[config.mk]
export PLATFORM = sky130hd
export DESIGN_NAME = phase_angle_dimmer_timer_top
export DESIGN_NICKNAME = d
export VERILOG_FILES = /design/src/hdl/pdt_pkg.sv /design/src/hdl/pdt_in_stage.sv /design/src/hdl/pdt_core.sv /design/src/hdl/phase_angle_dimmer_timer_top.sv
export SDC_FILE = /design/constraint.sdc
export NUM_CORES = 1
export LEC_CHECK = 0
export ABC_AREA = 1
export BUFFER_PORTS_ARGS = -buffer_cell sky130_fd_sc_hd__buf_4
export CORE_MARGIN = 2
export CORE_UTILIZATION = 47
export CTS_CLUSTER_SIZE = 30
export DETAILED_ROUTE_END_ITERATION = 8
export GPL_ROUTABILITY_DRIVEN = 0
export PLACE_DENSITY = 0.66
export SETUP_SLACK_MARGIN = 0.02
export SYNTH_ARGS = -nofsm -noshare
export SYNTH_HDL_FRONTEND = slang
export SYNTH_SLANG_ARGS = --single-unit
[constraint.sdc]
create_clock -name clock -period 2.4 [get_ports clock]
set_input_delay 0.48 -clock clock [delete_from_list [all_inputs] [get_ports clock]]
set_output_delay 0.48 -clock clock [all_outputs]
set_load 0.01 [all_outputs]
[src/hdl/pdt_pkg.sv]
`timescale 1ns / 1ps
`default_nettype none
// ----------------------------------------------------------------------------
// pdt_pkg
// Types and constants shared by the phase-angle dimmer timer modules.
// ----------------------------------------------------------------------------
package pdt_pkg;

   // Command codes carried on the request tuser field
   typedef enum logic [1:0] {
      CMD_TICK  = 2'd0,
      CMD_ZERO  = 2'd1,
      CMD_LEVEL = 2'd2
   } cmd_type;

   localparam int unsigned CMD_W     = 2;
   localparam int unsigned LEVEL_W   = 8;
   localparam int unsigned PERIOD_W  = 16;
   localparam int unsigned ANGLE_W   = 8;
   localparam int unsigned DEGREE_W  = 8;
   localparam int unsigned RSP_W     = 40;

   localparam logic [PERIOD_W-1:0] PERIOD_RESET = 16'd60000;
   localparam logic [ANGLE_W-1:0]  ANGLE_START  = 8'd255;
   localparam logic [LEVEL_W-1:0]  LEVEL_RESET  = 8'd255;

   // One request word as held in the input register
   typedef struct packed {
      logic [CMD_W-1:0]   cmd;
      logic [LEVEL_W-1:0] level;
   } item_type;

   // One result word
   typedef struct packed {
      logic [DEGREE_W-1:0] degree_length;
      logic [PERIOD_W-1:0] period_estimate;
      logic [ANGLE_W-1:0]  firing_angle;
      logic                gate_on;
   } result_type;

endpackage : pdt_pkg
`default_nettype wire

[src/hdl/pdt_in_stage.sv]
`timescale 1ns / 1ps
`default_nettype none
// ----------------------------------------------------------------------------
// pdt_in_stage
// Input register: captures one request word per cycle unless stalled and hands
// it to the timer core as soon as the core can take it.
// ----------------------------------------------------------------------------
module pdt_in_stage (
   input  wire logic              clock,
   input  wire logic              reset,
   input  wire logic              in_valid,
   output logic                   in_ready,
   input  wire pdt_pkg::item_type in_item,
   output logic                   out_valid,
   input  wire logic              out_ready,
   output pdt_pkg::item_type      out_item
);
   import pdt_pkg::*;

   logic     valid_ff;
   logic     valid_in;
   item_type item_ff;

   // Take a new word whenever the held one leaves or none is held
   assign in_ready = !valid_ff || out_ready;

   always_comb begin
      valid_in = valid_ff;
      if (in_ready) begin
         valid_in = in_valid;
      end
   end

   always_ff @(posedge clock) begin
      if (reset) begin
         valid_ff <= 1'b0;
      end else begin
         valid_ff <= valid_in;
      end
   end

   // Hold the payload; no reset needed
   always_ff @(posedge clock) begin
      if (in_ready && in_valid) begin
         item_ff <= in_item;
      end
   end

   assign out_valid = valid_ff;
   assign out_item  = item_ff;

endmodule : pdt_in_stage
`default_nettype wire

[src/hdl/pdt_core.sv]
`timescale 1ns / 1ps
`default_nettype none
// ----------------------------------------------------------------------------
// pdt_core
// Timer state and result register: applies one tick, zero crossing or level
// word per cycle unless stalled; registers the gate, angle and period figures.
// ----------------------------------------------------------------------------
module pdt_core (
   input  wire logic              clock,
   input  wire logic              reset,
   input  wire logic              in_valid,
   output logic                   in_ready,
   input  wire pdt_pkg::item_type in_item,
   output logic                   out_valid,
   input  wire logic              out_ready,
   output pdt_pkg::result_type    out_result
);
   import pdt_pkg::*;

   logic [PERIOD_W-1:0] period_counter_ff, period_counter_in;
   logic [PERIOD_W-1:0] period_estimate_ff, period_estimate_in;
   logic [DEGREE_W-1:0] degree_counter_ff, degree_counter_in;
   logic [ANGLE_W-1:0]  angle_count_ff, angle_count_in;
   logic [LEVEL_W-1:0]  dim_level_ff, dim_level_in;
   logic                gate_ff, gate_in;
   logic                rsp_valid_ff, rsp_valid_in;
   result_type          result_ff;
   logic [DEGREE_W-1:0] degree_length;
   logic                fire;
   cmd_type             cmd;

   // Step length is always the top byte of the estimate
   assign degree_length = period_estimate_ff[PERIOD_W-1 -: DEGREE_W];

   assign in_ready = !rsp_valid_ff || out_ready;
   assign fire     = in_valid && in_ready;
   assign cmd      = cmd_type'(in_item.cmd);

   // Next timer state for the word in the input register
   always_comb begin
      period_counter_in  = period_counter_ff;
      period_estimate_in = period_estimate_ff;
      degree_counter_in  = degree_counter_ff;
      angle_count_in     = angle_count_ff;
      dim_level_in       = dim_level_ff;
      gate_in            = gate_ff;
      case (cmd)
         CMD_TICK: begin
            period_counter_in = period_counter_ff + 1'b1;
            if (degree_counter_ff == degree_length) begin
               if (dim_level_ff >= angle_count_ff) begin
                  gate_in = 1'b1;
               end
               if (angle_count_ff > 8'd1) begin
                  angle_count_in = angle_count_ff - 1'b1;
               end
               degree_counter_in = '0;
            end else begin
               degree_counter_in = degree_counter_ff + 1'b1;
            end
         end
         CMD_ZERO: begin
            gate_in        = 1'b0;
            angle_count_in = ANGLE_START;
            if (period_estimate_ff > period_counter_ff) begin
               period_estimate_in = period_estimate_ff - 1'b1;
            end else if (period_estimate_ff < period_counter_ff) begin
               period_estimate_in = period_estimate_ff + 1'b1;
            end
            period_counter_in = '0;
            degree_counter_in = '0;
         end
         CMD_LEVEL: begin
            dim_level_in = in_item.level;
         end
         default: begin
            // unused code: state holds
         end
      endcase
   end

   always_comb begin
      rsp_valid_in = rsp_valid_ff;
      if (in_ready) begin
         rsp_valid_in = in_valid;
      end
   end

   // Advance the state on each accepted word
   always_ff @(posedge clock) begin
      if (reset) begin
         period_counter_ff  <= '0;
         period_estimate_ff <= PERIOD_RESET;
         degree_counter_ff  <= '0;
         angle_count_ff     <= ANGLE_START;
         dim_level_ff       <= LEVEL_RESET;
         gate_ff            <= 1'b0;
         rsp_valid_ff       <= 1'b0;
      end else begin
         rsp_valid_ff <= rsp_valid_in;
         if (fire) begin
            period_counter_ff  <= period_counter_in;
            period_estimate_ff <= period_estimate_in;
            degree_counter_ff  <= degree_counter_in;
            angle_count_ff     <= angle_count_in;
            dim_level_ff       <= dim_level_in;
            gate_ff            <= gate_in;
         end
      end
   end

   // Register the result word
   always_ff @(posedge clock) begin
      if (fire) begin
         result_ff.gate_on         <= gate_in;
         result_ff.firing_angle    <= angle_count_in;
         result_ff.period_estimate <= period_estimate_in;
         result_ff.degree_length   <= period_estimate_in[PERIOD_W-1 -: DEGREE_W];
      end
   end

   assign out_valid  = rsp_valid_ff;
   assign out_result = result_ff;

   // Step counter never passes the step length
   a_degree_bound : assert property (@(posedge clock) disable iff (reset)
      degree_counter_ff <= degree_length)
      else $error("degree counter beyond step length");

   // Angle count never reaches zero
   a_angle_nonzero : assert property (@(posedge clock) disable iff (reset)
      angle_count_ff != '0)
      else $error("angle count reached zero");

   // A zero crossing leaves the gate off and the angle restarted
   a_zero_clears : assert property (@(posedge clock) disable iff (reset)
      fire && (in_item.cmd == CMD_ZERO) |=>
         !gate_ff && (angle_count_ff == ANGLE_START) && (degree_counter_ff == '0))
      else $error("zero crossing did not restart the half cycle");

   // Result gate matches the live gate after each accepted word
   a_result_gate : assert property (@(posedge clock) disable iff (reset)
      fire |=> (result_ff.gate_on == gate_ff))
      else $error("result gate differs from state");

endmodule : pdt_core
`default_nettype wire

[src/hdl/phase_angle_dimmer_timer_top.sv]
`timescale 1ns / 1ps
`default_nettype none
// ----------------------------------------------------------------------------
// phase_angle_dimmer_timer_top
// Phase-control dimmer timer for one mains channel: ticks, zero crossings and
// level words drive a triac gate through a backward-running angle count.
//
//  Channel | Direction | Handshake            | Payload
//  req_    | in        | req_tvalid/tready    | tuser = cmd, tdata = level
//  rsp_    | out       | rsp_tvalid/tready    | tdata = gate, angle, estimate, step
//
// One word per cycle sustained while the result side takes results; each word
// passes through the input register and then the result register of the timer
// core before its result is shown. Reset (synchronous, active high) sets the
// estimate to 60000, the level and angle to 255 and clears the gate and counters.
// A stalled result holds; the input register keeps taking words while the
// core and result register have room.
// ----------------------------------------------------------------------------
module phase_angle_dimmer_timer_top (
   input  wire logic        clock,
   input  wire logic        reset,
   input  wire logic        req_tvalid,
   output logic             req_tready,
   input  wire logic [7:0]  req_tdata,   // [7:0] level
   input  wire logic [1:0]  req_tuser,   // [1:0] cmd
   output logic             rsp_tvalid,
   input  wire logic        rsp_tready,
   output logic [39:0]      rsp_tdata    // [0] gate_on, [8:1] firing_angle,
                                         // [24:9] period_estimate_out,
                                         // [32:25] degree_length_out, [39:33] zero
);
   import pdt_pkg::*;

   item_type   req_item;
   item_type   core_item;
   logic       core_valid;
   logic       core_ready;
   result_type rsp_result;

   assign req_item.cmd   = req_tuser;
   assign req_item.level = req_tdata;

   pdt_in_stage u_in_stage (
      .clock     (clock),
      .reset     (reset),
      .in_valid  (req_tvalid),
      .in_ready  (req_tready),
      .in_item   (req_item),
      .out_valid (core_valid),
      .out_ready (core_ready),
      .out_item  (core_item)
   );

   pdt_core u_core (
      .clock      (clock),
      .reset      (reset),
      .in_valid   (core_valid),
      .in_ready   (core_ready),
      .in_item    (core_item),
      .out_valid  (rsp_tvalid),
      .out_ready  (rsp_tready),
      .out_result (rsp_result)
   );

   // Pack the result word, padded to whole bytes
   assign rsp_tdata = {{(RSP_W - $bits(result_type)){1'b0}}, rsp_result};

endmodule : phase_angle_dimmer_timer_top
`default_nettype wire

==> out/metrics.yaml <==
synth:
  synth_ff_type: "dfxtp_1"
  synthTopCellsByArea: "dfxtp_1, edfxtp_1, nand2_1, ha_1, inv_1"
  ys_seq_elements: 94
  synth_edf_count: 35
  synth_area_per_cell_sq_um: 7.475
  synth_top_area_cell: "dfxtp_1"
  syn_area_sq_um: 5861
  yosys.cell_types.count: 50
  async_flop_share: 0
  yosysSeqAreaShare: 0.3809
  synth_top_area_share: 0.2015
  synth_cells: 784
  yosysWarnings: 0
cells_and_area:
  drive_gt1_frac: 0.1615
  mostFrequentLayoutCells: "nand2_1, inv_1, buf_4"
  synthToLayoutAreaGrowth_pct: 13.83
  fin_nets: 875
  antenna_cells: 0
  layout_commonest_cell: "nand2_1"
  fin_area_sq_um: 6671
sta:
  rsz0062_at_grt: "false"
  finalSetupViolations: 0
  hold_viol: 0
  tightest_slew_ns: 0.5532
  relSlewSlack: 0.6292
  fmax_mhz: 454.7
  hold_ws_ns: 0.2997
  period_share: 0.9163
  drv_slew: 0
  finClkSkew_ns: 0.007262
  fin_tns_setup_ns: 0
  min_period_ns: 2.199
setup_path:
  worstReg2RegStart: "u_core.period_counter_ff[15]"
  crit_type: "register to register"
  reg2reg_setup_slack_ns: 0.20
  cp-start-kind: "register"
  crit_start: "u_core.period_counter_ff[15]"
  crit_fanout: 13
  endpoint_kind: "register"
  reg2reg_to: "u_core.out_result[15]"
  rr_worst_depth: 12
  critical_path.max_stage_delay_ns: 0.34
  worstPathArrival_ns: 2.32
  worstSetupEndpoint: "u_core.out_result[15]"
  crit_path_cell_trace: "inv_1 > ha_1 > nand2_2 > nor2_4 > and2b_4 > nand2_4 > buf_4 > nand3b_1 > nand3_1 > nor2_1 > nand2_1 > and2_1"
  critPathSlowestCell: "dfxtp_1"
  cp.required_ns: 2.52
pwr:
  seq_power_share: 0.472
  ir_drop_mv: 0.3417
  power.leakage_uw: 0.003001
  combPwrFrac: 0.175
  switching_share: 0.2910
  power_density_nw_per_um2: 571.1
  switchingPower_uw: 1109
  clock_power_share: 0.353
  cellInternalPower_uw: 2701
outcome:
  status: "completed"
floorplan:
  initial_core_util: 0.4839
  die_h_um: 115.7
  core-area_sq_um: 12110
  ios: 56
  die_x_um: 115.7
  fp.dieArea_sq_um: 13380
  row_count: 40
route:
  post_drt_via_cell_ratio: 5.089
  drt-pass1-iter-count: 7
  wire_per_inst_um: 13.64
  drc: 0
  drt_iter0_drc: 250
  wl_um: 13690
  ant_nets: 0
  num_vias: 5109
clock_network:
  post_cts_buffers: 0
  clock_path_buffers: 2
  htreeDepth: 3
  clkTransAtPathRegs_ns: 0.07
  cts_tree: "done"
  clk_latency_ns: 0.36
  clock-root-buffer: "clkbuf_16"
  cts_buffers: 9
  clock_sinks: 94
global_route:
  gr-total-overflow: 0
  grt_pass1_wl_um: 22870
  grt_max_degree: 33
  track_usage: 0.2172
  antenna_found_initial: 0
  grt_pass1_vias: 4754
placement:
  numPortBuffers: 48
  dp_hpwl_um: 10330
  placed_area_sq_um: 6366
job:
  drv_cap: 0
hold_path:
  hold_path_class: "primary input to register"
-- critical path, delay by kind of cell, from the launching register on --
family / cells / cell delay [ns]
DFF: 1 / 0.34
buffers and inverters: 2 / 0.28
adders and majority gates: 1 / 0.32
and+or+nand+nor: 9 / 1.01
-- worst min path at each step --
| stage | start | endpoint | slack [ns] | depth (start not counted) |
|---|---|---|---|---|
| floorplan | u_in_stage.out_item[1] | u_core.dim_level_ff[1] | 0.44 | 2 |
| global placement | u_in_stage.out_item[1] | u_core.dim_level_ff[1] | 0.44 | 2 |
| detailed placement | u_in_stage.out_item[1] | u_core.dim_level_ff[1] | 0.44 | 2 |
| CTS | req_tuser[1] | u_in_stage.out_item[9] | 0.29 | 1 |
| global route | req_tdata[4] | u_in_stage.out_item[4] | 0.29 | 1 |
| finish | req_tdata[4] | u_in_stage.out_item[4] | 0.30 | 1 |
-- layout make-up --
type / count / area, sq um
clock buffer: 10 / 229.0
inverter: 94 / 356.6
tap: 168 / 210.2
fill: 1166 / 5440
clock inverter: 6 / 45.04
timing repair buffer: 72 / 553.0
sequential: 94 / 2235
multi-input combinational: 560 / 3043
-- through the flow --
step	instances	total power, uW	utilization	setup slack [ns]
global placement	988	2469	0.5256	0.2393
floorplan	790	2298	-	0.3242
detailed placement	988	2489	0.5256	0.1828
finish	1004	3810	0.5508	0.2009
CTS	1004	3829	0.5482	0.1523
global route	1004	4004	0.5508	0.03895
-- cell usage after synthesis, types with 11 or more instances --
cell and n:
o21ai_0 12, nand3_1 51, nand4_1 18, nor3_1 16, a21oi_1 57, buf_4 17
ha_1 30, buf_2 11, inv_1 85, nor2_1 43, dfxtp_1 59, nand2_1 231
xor2_1 20, edfxtp_1 35
-- power by group through the flow --
stage          Sequential [uW]  Combinational (uW)  Clock [uW]
2_1_floorplan             1830                 469           0
3_3_place_gp              1830                 638           0
3_5_place_dp              1830                 657           0
4_1_cts                   1800                 659        1370
5_1_grt                   1810                 757        1440
6_report                  1800                 666        1350
-- repair_timing --
item,in CTS,in global routing
endpoints found under the setup margin,0,18
hold buffers,0,0
resized for setup,0,9
-- registers in the layout, summed over array words and instances, names as in the netlist --
signal and count:
u_core.out_result 25, u_core.period_counter_ff 16, u_core.period_estimate_ff 16, u_in_stage.out_item 10
u_core.angle_count_ff 8, u_core.degree_counter_ff 8, u_core.dim_level_ff 8, u_core.gate_ff 1
u_core.out_valid 1, u_in_stage.out_valid 1
-- cell families after synthesis --
kind of cell / share of synthesized area
and+or+nand+nor: 0.3192
buffers and inverters: 0.1082
AOI/OAI and AO/OA: 0.09116
DFF: 0.3809
adders and majority gates: 0.06405
xor gates and xnor gates: 0.03587
other: 0.0006399
-- per-layer routing --
layer  vias up  track usage  part of all wire
li1       2635            -                 -
met1      2306       0.2938              0.46
met2       153       0.3513              0.46
met3        15      0.04550             0.071
met4         0      0.06667             0.014
met5         -            0                 0
Power figures use the tool's default switching activity.
